**src/bdlp_pkg.sv**
```systemverilog
// bdlp_pkg: shared types, register indexes and reset values for the
// button debounce and long-press block; no dependencies
`default_nettype none
package bdlp_pkg;

  localparam int unsigned CounterBitsDefault = 16;
  localparam int unsigned RegW               = 16;
  localparam int unsigned CfgIdxW            = 2;
  localparam int unsigned InDataW            = 8;
  localparam int unsigned OutDataW           = 8;
  localparam int unsigned ReqW               = 2;

  localparam logic [CfgIdxW-1:0] RegDebounce     = 2'd0;
  localparam logic [CfgIdxW-1:0] RegCommission   = 2'd1;
  localparam logic [CfgIdxW-1:0] RegFactoryReset = 2'd2;

  localparam logic [RegW-1:0] DebounceReset     = 16'd1;
  localparam logic [RegW-1:0] CommissionReset   = 16'd140;
  localparam logic [RegW-1:0] FactoryResetReset = 16'd300;

  typedef enum logic [ReqW-1:0] {
    ReqNone         = 2'd0,
    ReqCommission   = 2'd1,
    ReqFactoryReset = 2'd2
  } req_e;

  typedef struct packed {
    logic [RegW-1:0] debounce_polls;
    logic [RegW-1:0] commission_hold_polls;
    logic [RegW-1:0] factory_reset_hold_polls;
  } cfg_t;

  typedef struct packed {
    req_e release_request;
    logic preview_factory_reset;
    logic preview_commission;
    logic state_changed;
    logic debounced_pressed;
  } result_t;

endpackage
`default_nettype wire

```
**src/bdlp_cfg.sv**
```systemverilog
// bdlp_cfg: threshold register file written through the plain write port
// depends on bdlp_pkg
`default_nettype none
module bdlp_cfg (
  input  wire logic                          clk_i,
  input  wire logic                          rst_ni,
  input  wire logic                          cfg_we_i,
  input  wire logic [bdlp_pkg::CfgIdxW-1:0]  cfg_idx_i,
  input  wire logic [bdlp_pkg::RegW-1:0]     cfg_wdata_i,
  output bdlp_pkg::cfg_t                     cfg_o
);

  bdlp_pkg::cfg_t cfg_q, cfg_d;

  always_comb begin
    cfg_d = cfg_q;
    if (cfg_we_i) begin
      unique case (cfg_idx_i)
        bdlp_pkg::RegDebounce:     cfg_d.debounce_polls           = cfg_wdata_i;
        bdlp_pkg::RegCommission:   cfg_d.commission_hold_polls    = cfg_wdata_i;
        bdlp_pkg::RegFactoryReset: cfg_d.factory_reset_hold_polls = cfg_wdata_i;
        default:                   cfg_d = cfg_q;
      endcase
    end
  end

  always_ff @(posedge clk_i or negedge rst_ni) begin
    if (!rst_ni) begin
      cfg_q.debounce_polls           <= bdlp_pkg::DebounceReset;
      cfg_q.commission_hold_polls    <= bdlp_pkg::CommissionReset;
      cfg_q.factory_reset_hold_polls <= bdlp_pkg::FactoryResetReset;
    end else begin
      cfg_q <= cfg_d;
    end
  end

  assign cfg_o = cfg_q;

endmodule
`default_nettype wire

```
**src/bdlp_step.sv**
```systemverilog
// bdlp_step: debounce and hold-time state with the per-poll update logic
// depends on bdlp_pkg
`default_nettype none
module bdlp_step #(
  parameter int unsigned COUNTER_BITS = bdlp_pkg::CounterBitsDefault
) (
  input  wire logic           clk_i,
  input  wire logic           rst_ni,
  input  wire logic           step_i,
  input  wire logic           raw_i,
  input  wire bdlp_pkg::cfg_t cfg_i,
  output bdlp_pkg::result_t   result_o
);

  localparam int unsigned CmpW = (COUNTER_BITS > bdlp_pkg::RegW) ? COUNTER_BITS
                                                                 : bdlp_pkg::RegW;

  logic                    last_raw_q, last_raw_d;
  logic                    reported_q, reported_d;
  logic [COUNTER_BITS-1:0] age_q, age_d;
  logic [COUNTER_BITS-1:0] hold_q, hold_d;
  logic                    cdone_q, cdone_d;
  logic                    rdone_q, rdone_d;
  logic                    cflag_q, cflag_d;
  logic                    rflag_q, rflag_d;

  logic                    same;
  logic                    accept;
  logic [COUNTER_BITS-1:0] hold_inc;
  logic [CmpW-1:0]         hold_x, age_x, deb_x, com_x, fr_x, hinc_x;
  bdlp_pkg::req_e          req;

  always_comb begin
    hold_inc = reported_q ? ((&hold_q) ? hold_q : hold_q + 1'b1) : hold_q;
    same     = (raw_i == last_raw_q);
    age_d    = same ? ((&age_q) ? age_q : age_q + 1'b1) : '0;
    age_x    = CmpW'(age_d);
    deb_x    = CmpW'(cfg_i.debounce_polls);
    com_x    = CmpW'(cfg_i.commission_hold_polls);
    fr_x     = CmpW'(cfg_i.factory_reset_hold_polls);
    hinc_x   = CmpW'(hold_inc);
    accept   = same && (raw_i != reported_q) && (age_x >= deb_x);

    last_raw_d = raw_i;
    reported_d = accept ? raw_i : reported_q;
    hold_d     = hold_inc;
    cdone_d    = cdone_q;
    rdone_d    = rdone_q;
    cflag_d    = cflag_q;
    rflag_d    = rflag_q;
    req        = bdlp_pkg::ReqNone;

    if (accept && raw_i) begin
      hold_d  = '0;
      cdone_d = 1'b0;
      rdone_d = 1'b0;
    end
    if (accept && !raw_i) begin
      cflag_d = 1'b0;
      rflag_d = 1'b0;
      if (hinc_x >= fr_x) begin
        req = bdlp_pkg::ReqFactoryReset;
      end else if (hinc_x >= com_x) begin
        req = bdlp_pkg::ReqCommission;
      end
    end

    hold_x = CmpW'(hold_d);
    if (reported_d) begin
      if ((hold_x >= fr_x) && !rdone_d) begin
        rdone_d = 1'b1;
        cflag_d = 1'b0;
        rflag_d = 1'b1;
      end else if ((hold_x >= com_x) && !cdone_d) begin
        cdone_d = 1'b1;
        cflag_d = 1'b1;
      end
    end

    result_o.debounced_pressed     = reported_d;
    result_o.state_changed         = accept;
    result_o.preview_commission    = cflag_d;
    result_o.preview_factory_reset = rflag_d;
    result_o.release_request       = req;
  end

  always_ff @(posedge clk_i or negedge rst_ni) begin
    if (!rst_ni) begin
      last_raw_q <= 1'b0;
      reported_q <= 1'b0;
      age_q      <= '0;
      hold_q     <= '0;
      cdone_q    <= 1'b0;
      rdone_q    <= 1'b0;
      cflag_q    <= 1'b0;
      rflag_q    <= 1'b0;
    end else if (step_i) begin
      last_raw_q <= last_raw_d;
      reported_q <= reported_d;
      age_q      <= age_d;
      hold_q     <= hold_d;
      cdone_q    <= cdone_d;
      rdone_q    <= rdone_d;
      cflag_q    <= cflag_d;
      rflag_q    <= rflag_d;
    end
  end

endmodule
`default_nettype wire

```
**src/button_debounce_long_press.sv**
```systemverilog
// button_debounce_long_press: top level, input register, output register
// depends on bdlp_pkg, bdlp_cfg, bdlp_step
//
//   channel  dir  handshake                tdata fields (lsb up)
//   s_axis   in   s_axis_tvalid/tready     raw_pressed
//   m_axis   out  m_axis_tvalid/tready     debounced_pressed, state_changed,
//                                          preview_commission,
//                                          preview_factory_reset, release_request
//   cfg      in   cfg_we_i                 0 debounce, 1 commission, 2 factory reset
//
// one request per cycle sustained while the output is not stalled; a request accepted
// into the input register moves into the result register once the output can advance
// each request passes the input register, then the update logic into the result register
// reset: button released, counters zero, thresholds 1/140/300
// a stalled output holds the pipeline; the input register still takes a request
// whenever it is empty
`default_nettype none
module button_debounce_long_press #(
  parameter int unsigned COUNTER_BITS = bdlp_pkg::CounterBitsDefault
) (
  input  wire logic                           clk_i,
  input  wire logic                           rst_ni,
  input  wire logic                           s_axis_tvalid,
  output logic                                s_axis_tready,
  input  wire logic [bdlp_pkg::InDataW-1:0]   s_axis_tdata,   // raw_pressed
  output logic                                m_axis_tvalid,
  input  wire logic                           m_axis_tready,
  // debounced_pressed, state_changed, preview_commission,
  // preview_factory_reset, release_request[1:0]
  output logic [bdlp_pkg::OutDataW-1:0]       m_axis_tdata,
  input  wire logic                           cfg_we_i,
  input  wire logic [bdlp_pkg::CfgIdxW-1:0]   cfg_idx_i,
  input  wire logic [bdlp_pkg::RegW-1:0]      cfg_wdata_i
);

  bdlp_pkg::cfg_t    cfg;
  bdlp_pkg::result_t result;

  logic              in_valid_q;
  logic              in_raw_q;
  logic              out_valid_q;
  bdlp_pkg::result_t out_q;
  logic              advance;
  logic              step;

  assign advance       = !out_valid_q || m_axis_tready;
  assign step          = in_valid_q && advance;
  assign s_axis_tready = !in_valid_q || advance;

  bdlp_cfg u_cfg (
    .clk_i       (clk_i),
    .rst_ni      (rst_ni),
    .cfg_we_i    (cfg_we_i),
    .cfg_idx_i   (cfg_idx_i),
    .cfg_wdata_i (cfg_wdata_i),
    .cfg_o       (cfg)
  );

  bdlp_step #(
    .COUNTER_BITS (COUNTER_BITS)
  ) u_step (
    .clk_i    (clk_i),
    .rst_ni   (rst_ni),
    .step_i   (step),
    .raw_i    (in_raw_q),
    .cfg_i    (cfg),
    .result_o (result)
  );

  always_ff @(posedge clk_i or negedge rst_ni) begin
    if (!rst_ni) begin
      in_valid_q  <= 1'b0;
      out_valid_q <= 1'b0;
    end else begin
      if (s_axis_tready) begin
        in_valid_q <= s_axis_tvalid;
      end
      if (advance) begin
        out_valid_q <= in_valid_q;
      end
    end
  end

  always_ff @(posedge clk_i) begin
    if (s_axis_tvalid && s_axis_tready) begin
      in_raw_q <= s_axis_tdata[0];
    end
    if (step) begin
      out_q <= result;
    end
  end

  assign m_axis_tvalid = out_valid_q;
  assign m_axis_tdata  = bdlp_pkg::OutDataW'(out_q);

endmodule
`default_nettype wire

```
**config.mk**
```make
export PLATFORM = sky130hd
export DESIGN_NAME = button_debounce_long_press
export DESIGN_NICKNAME = d
export VERILOG_FILES = /design/src/bdlp_pkg.sv /design/src/bdlp_cfg.sv /design/src/bdlp_step.sv /design/src/button_debounce_long_press.sv
export SDC_FILE = /design/constraint.sdc
export NUM_CORES = 1
export LEC_CHECK = 0
export BUFFER_PORTS_ARGS = -buffer_cell sky130_fd_sc_hd__buf_2
export CORE_MARGIN = 3
export CORE_UTILIZATION = 45
export CTS_CLUSTER_DIAMETER = 80
export DETAILED_ROUTE_END_ITERATION = 10
export SYNTH_ARGS = -nofsm -noshare
export SYNTH_HDL_FRONTEND = slang
export SYNTH_SLANG_ARGS = --single-unit
export TNS_END_PERCENT = 20
```
**constraint.sdc**
```tcl
create_clock -name clk_i -period 6.45 [get_ports clk_i]
set_clock_uncertainty 0.05 [all_clocks]
set_input_delay 1.29 -clock clk_i [delete_from_list [all_inputs] [get_ports clk_i]]
set_output_delay 1.29 -clock clk_i [all_outputs]
set_load 0.02 [all_outputs]
```
==> impl_metrics.yaml <==
outcome:
  outcome: "complete, no violations"
sta:
  tightestPinTransition_ns: 0.987
  holdWs_ns: 0.456
  period_minus_slack_ns: 6.04
  grt_setup_unrepaired: "no"
  setup_violations: 0
  timing.slew.headroom_pct: 34.0
  slew_violations: 0
  timing_hold_violations_final: 0
  tns_ns: 0
  max_freq_ghz: 0.165
  finalCritPeriodShare_pct: 93.7
critical_path:
  rrSetupSlack_ns: 0.41
  reg2reg_depth: 23
  critPathCaptureType: "flip-flop"
  crit_required_ns: 6.50
  arrival_ns: 6.10
  startpoint: "u_step.age_q[3]"
  critPathKind: "flip-flop to flip-flop"
  cp_max_fo: 15
  cp_slowest_cell: "or4b_1"
  reg2reg_from: "u_step.age_q[3]"
  cpPeakStageDelay_ns: 0.58
  rr_endpoint: "m_axis_tdata[3]"
  crit_path_end: "m_axis_tdata[3]"
  crit_path_start_kind: "flip-flop"
  path_cells: "and4_4, nand4_1, or4b_1, nor2b_4, and4_4, xnor2_1, nor2_1, ha_1, nand2_1, nor3_1, o2111ai_1, a311oi_2, and2_1, buf_4, nor2_1, ha_1, or4_1, o21ai_0, o31ai_1, buf_4, o211ai_1, and2_1, nand2_1"
floorplan:
  die_area_mm2: 0.0159
  fp.dieW_um: 126
  core-area_mm2: 0.0140
  ios: 41
  initial_core_util_pct: 46.4
  die_y_um: 126
  fp-row-count: 43
finish:
  seqCellArea_mm2: 0.00242
  fin_area_mm2: 0.00712
  diodes: 0
  area_growth_syn_to_layout_pct: 9.70
  drive_gt1_share_pct: 14.7
  fillers: 1333
  fin_util_pct: 50.9
  multi_input_area_mm2: 0.00369
  finalNetCount: 841
cts:
  max-clock-path-buffers: 2
  clk_latency_ns: 0.35
  cts_made_buffers: 9
  hold_buffers: 0
  htreeDepth: 3
  cts_root_buffer: "clkbuf_16"
  cts_sinks: 95
  cts_tree: "built"
  post_cts_buffers: 0
  clkTransAtPathRegs_ns: 0.07
  cts_resized: 0
detailed_routing:
  wl_um: 15300
  drt_drc_violations_left: 0
  vias: 5063
  drtAntennaViolNets: 0
  drtPass1Iterations: 5
  wl_per_cell_um: 16.7
  via_per_inst: 5.55
  first_iter_violations: 267
worst_hold_path:
  whs_path_depth: 1
  hold_class: "flip-flop to flip-flop"
synth:
  synth_edf_count: 7
  syn_area_mm2: 0.00649
  synthCells: 703
  ys_seq_area_share_pct: 37.3
  synth_cell_types: 58
  yosys_warnings: 0
  synth-main-ff-cell: "dfrtp_1"
  synth.avg_cell_area_um2: 9.23
  ys_async_sr_fraction_pct: 92.6
  synth-seq-cells: 95
placed_design:
  dp_hpwl_um: 11900
  placed_area_mm2: 0.00682
  port_buffers: 31
  place.gp.congestion: 0.826
run:
  cap_violations: 0
global_routing:
  antenna_found_initial: 0
  grt_pass1_vias: 4930
  grtUsageTotal_pct: 19.9
  grt_overflow: 0
  grt_max_degree: 56
  grt_pass1_wl_um: 25300
pwr:
  power_mw: 1.88
  p_leak_nw: 3.56
  ir_drop_mv: 0.154
  power_density_mw_per_mm2: 264
-- critical path: cells and delay by family, from the launching register on --
family / cells / cell delay (ns)
and+or+nand+nor: 13 / 2.94
AOI/OAI and AO/OA: 5 / 1.28
adders and majority gates: 2 / 0.49
DFF: 1 / 0.47
buffers and inverters: 2 / 0.41
xor gates and xnor gates: 1 / 0.15
-- registers in the layout, indices dropped and copies added, names as in the netlist, 6 cells and up --
register	cells
u_cfg.cfg_o	48
u_step.age_q	16
m_axis_tdata	6
u_step.hold_q	16
-- power breakdown --
part,internal [mW],total [mW],switching [mW],leakage [nW]
Combinational,0.245,0.573,0.328,2.26
Sequential,0.699,0.763,0.0642,1.16
Clock,0.312,0.543,0.231,0.144
Total,1.26,1.88,0.622,3.56
-- synthesized netlist by cell type (all sizes together), types with 3 or more instances --
master	number	area share, %
ha	82	16
dfrtp	80	31
nand2	74	4.3
inv	70	4.0
nor2	48	2.8
o21ai	47	3.7
a21oi	35	2.7
mux2	35	6.1
o31ai	21	2.4
clkbuf	18	1.0
xor2	18	2.4
a21o	17	2.0
nand4	17	1.6
nand3	14	1.1
nor3	13	1.0
buf	9	0.96
dfstp	8	3.2
edfxtp	7	3.2
nand2b	7	0.67
xnor2	7	0.94
and2	6	0.58
and3	6	0.62
nor4	6	0.58
a211oi	5	0.58
a31oi	5	0.48
o211ai	5	0.58
mux2i	4	0.62
nand3b	4	0.46
o21a	4	0.46
a22o	3	0.42
and4	3	0.48
-- cell type report --
type / count / area share, %
repair buffers: 40 / 3.16
well taps: 180 / 3.16
flip-flops and latches: 95 / 34.0
clock inverters: 3 / 0.615
inverters: 70 / 3.69
clock buffers: 13 / 3.51
multi-input cells: 512 / 51.8
-- how the worst min path moves through the flow --
| stage | from | to | slack, ns |
|---|---|---|---|
| floorplan | in_valid_q | m_axis_tvalid | 0.41 |
| global placement | in_valid_q | m_axis_tvalid | 0.42 |
| detailed placement | u_cfg.cfg_o[1] | u_cfg.cfg_o[1] | 0.44 |
| CTS | u_cfg.cfg_o[1] | u_cfg.cfg_o[1] | 0.46 |
| global route | u_cfg.cfg_o[13] | u_cfg.cfg_o[13] | 0.47 |
| finish | u_cfg.cfg_o[14] | u_cfg.cfg_o[14] | 0.46 |
-- metal layers --
metal,share of wire [%],track usage (%)
met2,49,32.6
met1,47,27.3
met5,0,0
met3,2.8,3.48
met4,1.5,5.68
-- through the flow --
step | setup slack (ns) | instances
floorplan | 0.831 | 704
global placement | 0.379 | 897
detailed placement | 0.372 | 897
CTS | 0.316 | 913
global route | 0.0689 | 913
finish | 0.407 | 913
-- cell families (layout without fill, tap and decap cells) --
group | after synthesis | in the layout | share of synthesized area [%]
AND/OR/NAND/NOR | 209 | 209 | 15.6
AO/OA/AOI/OAI | 155 | 155 | 15.1
buffers and inverters | 97 | 126 | 6.05
flip-flops | 95 | 95 | 37.3
adder cells (fa/ha/maj) | 82 | 82 | 15.8
multiplexers | 39 | 39 | 6.69
XOR/XNOR | 25 | 25 | 3.37
other | 1 | 2 | 0.0578
-- cells in the final DEF, fill, tap and decap left out, types with 10 or more instances in the layout --
cell type and n:
ha_1 82, dfrtp_1 80, nand2_1 74, inv_1 70
nor2_1 48, o21ai_0 46, a21oi_1 35, mux2_2 35
buf_2 30, o31ai_1 21, xor2_1 18, nand4_1 17
a21o_1 17, nand3_1 14, nor3_1 13, buf_4 10
(Power assumes the default switching activity.)
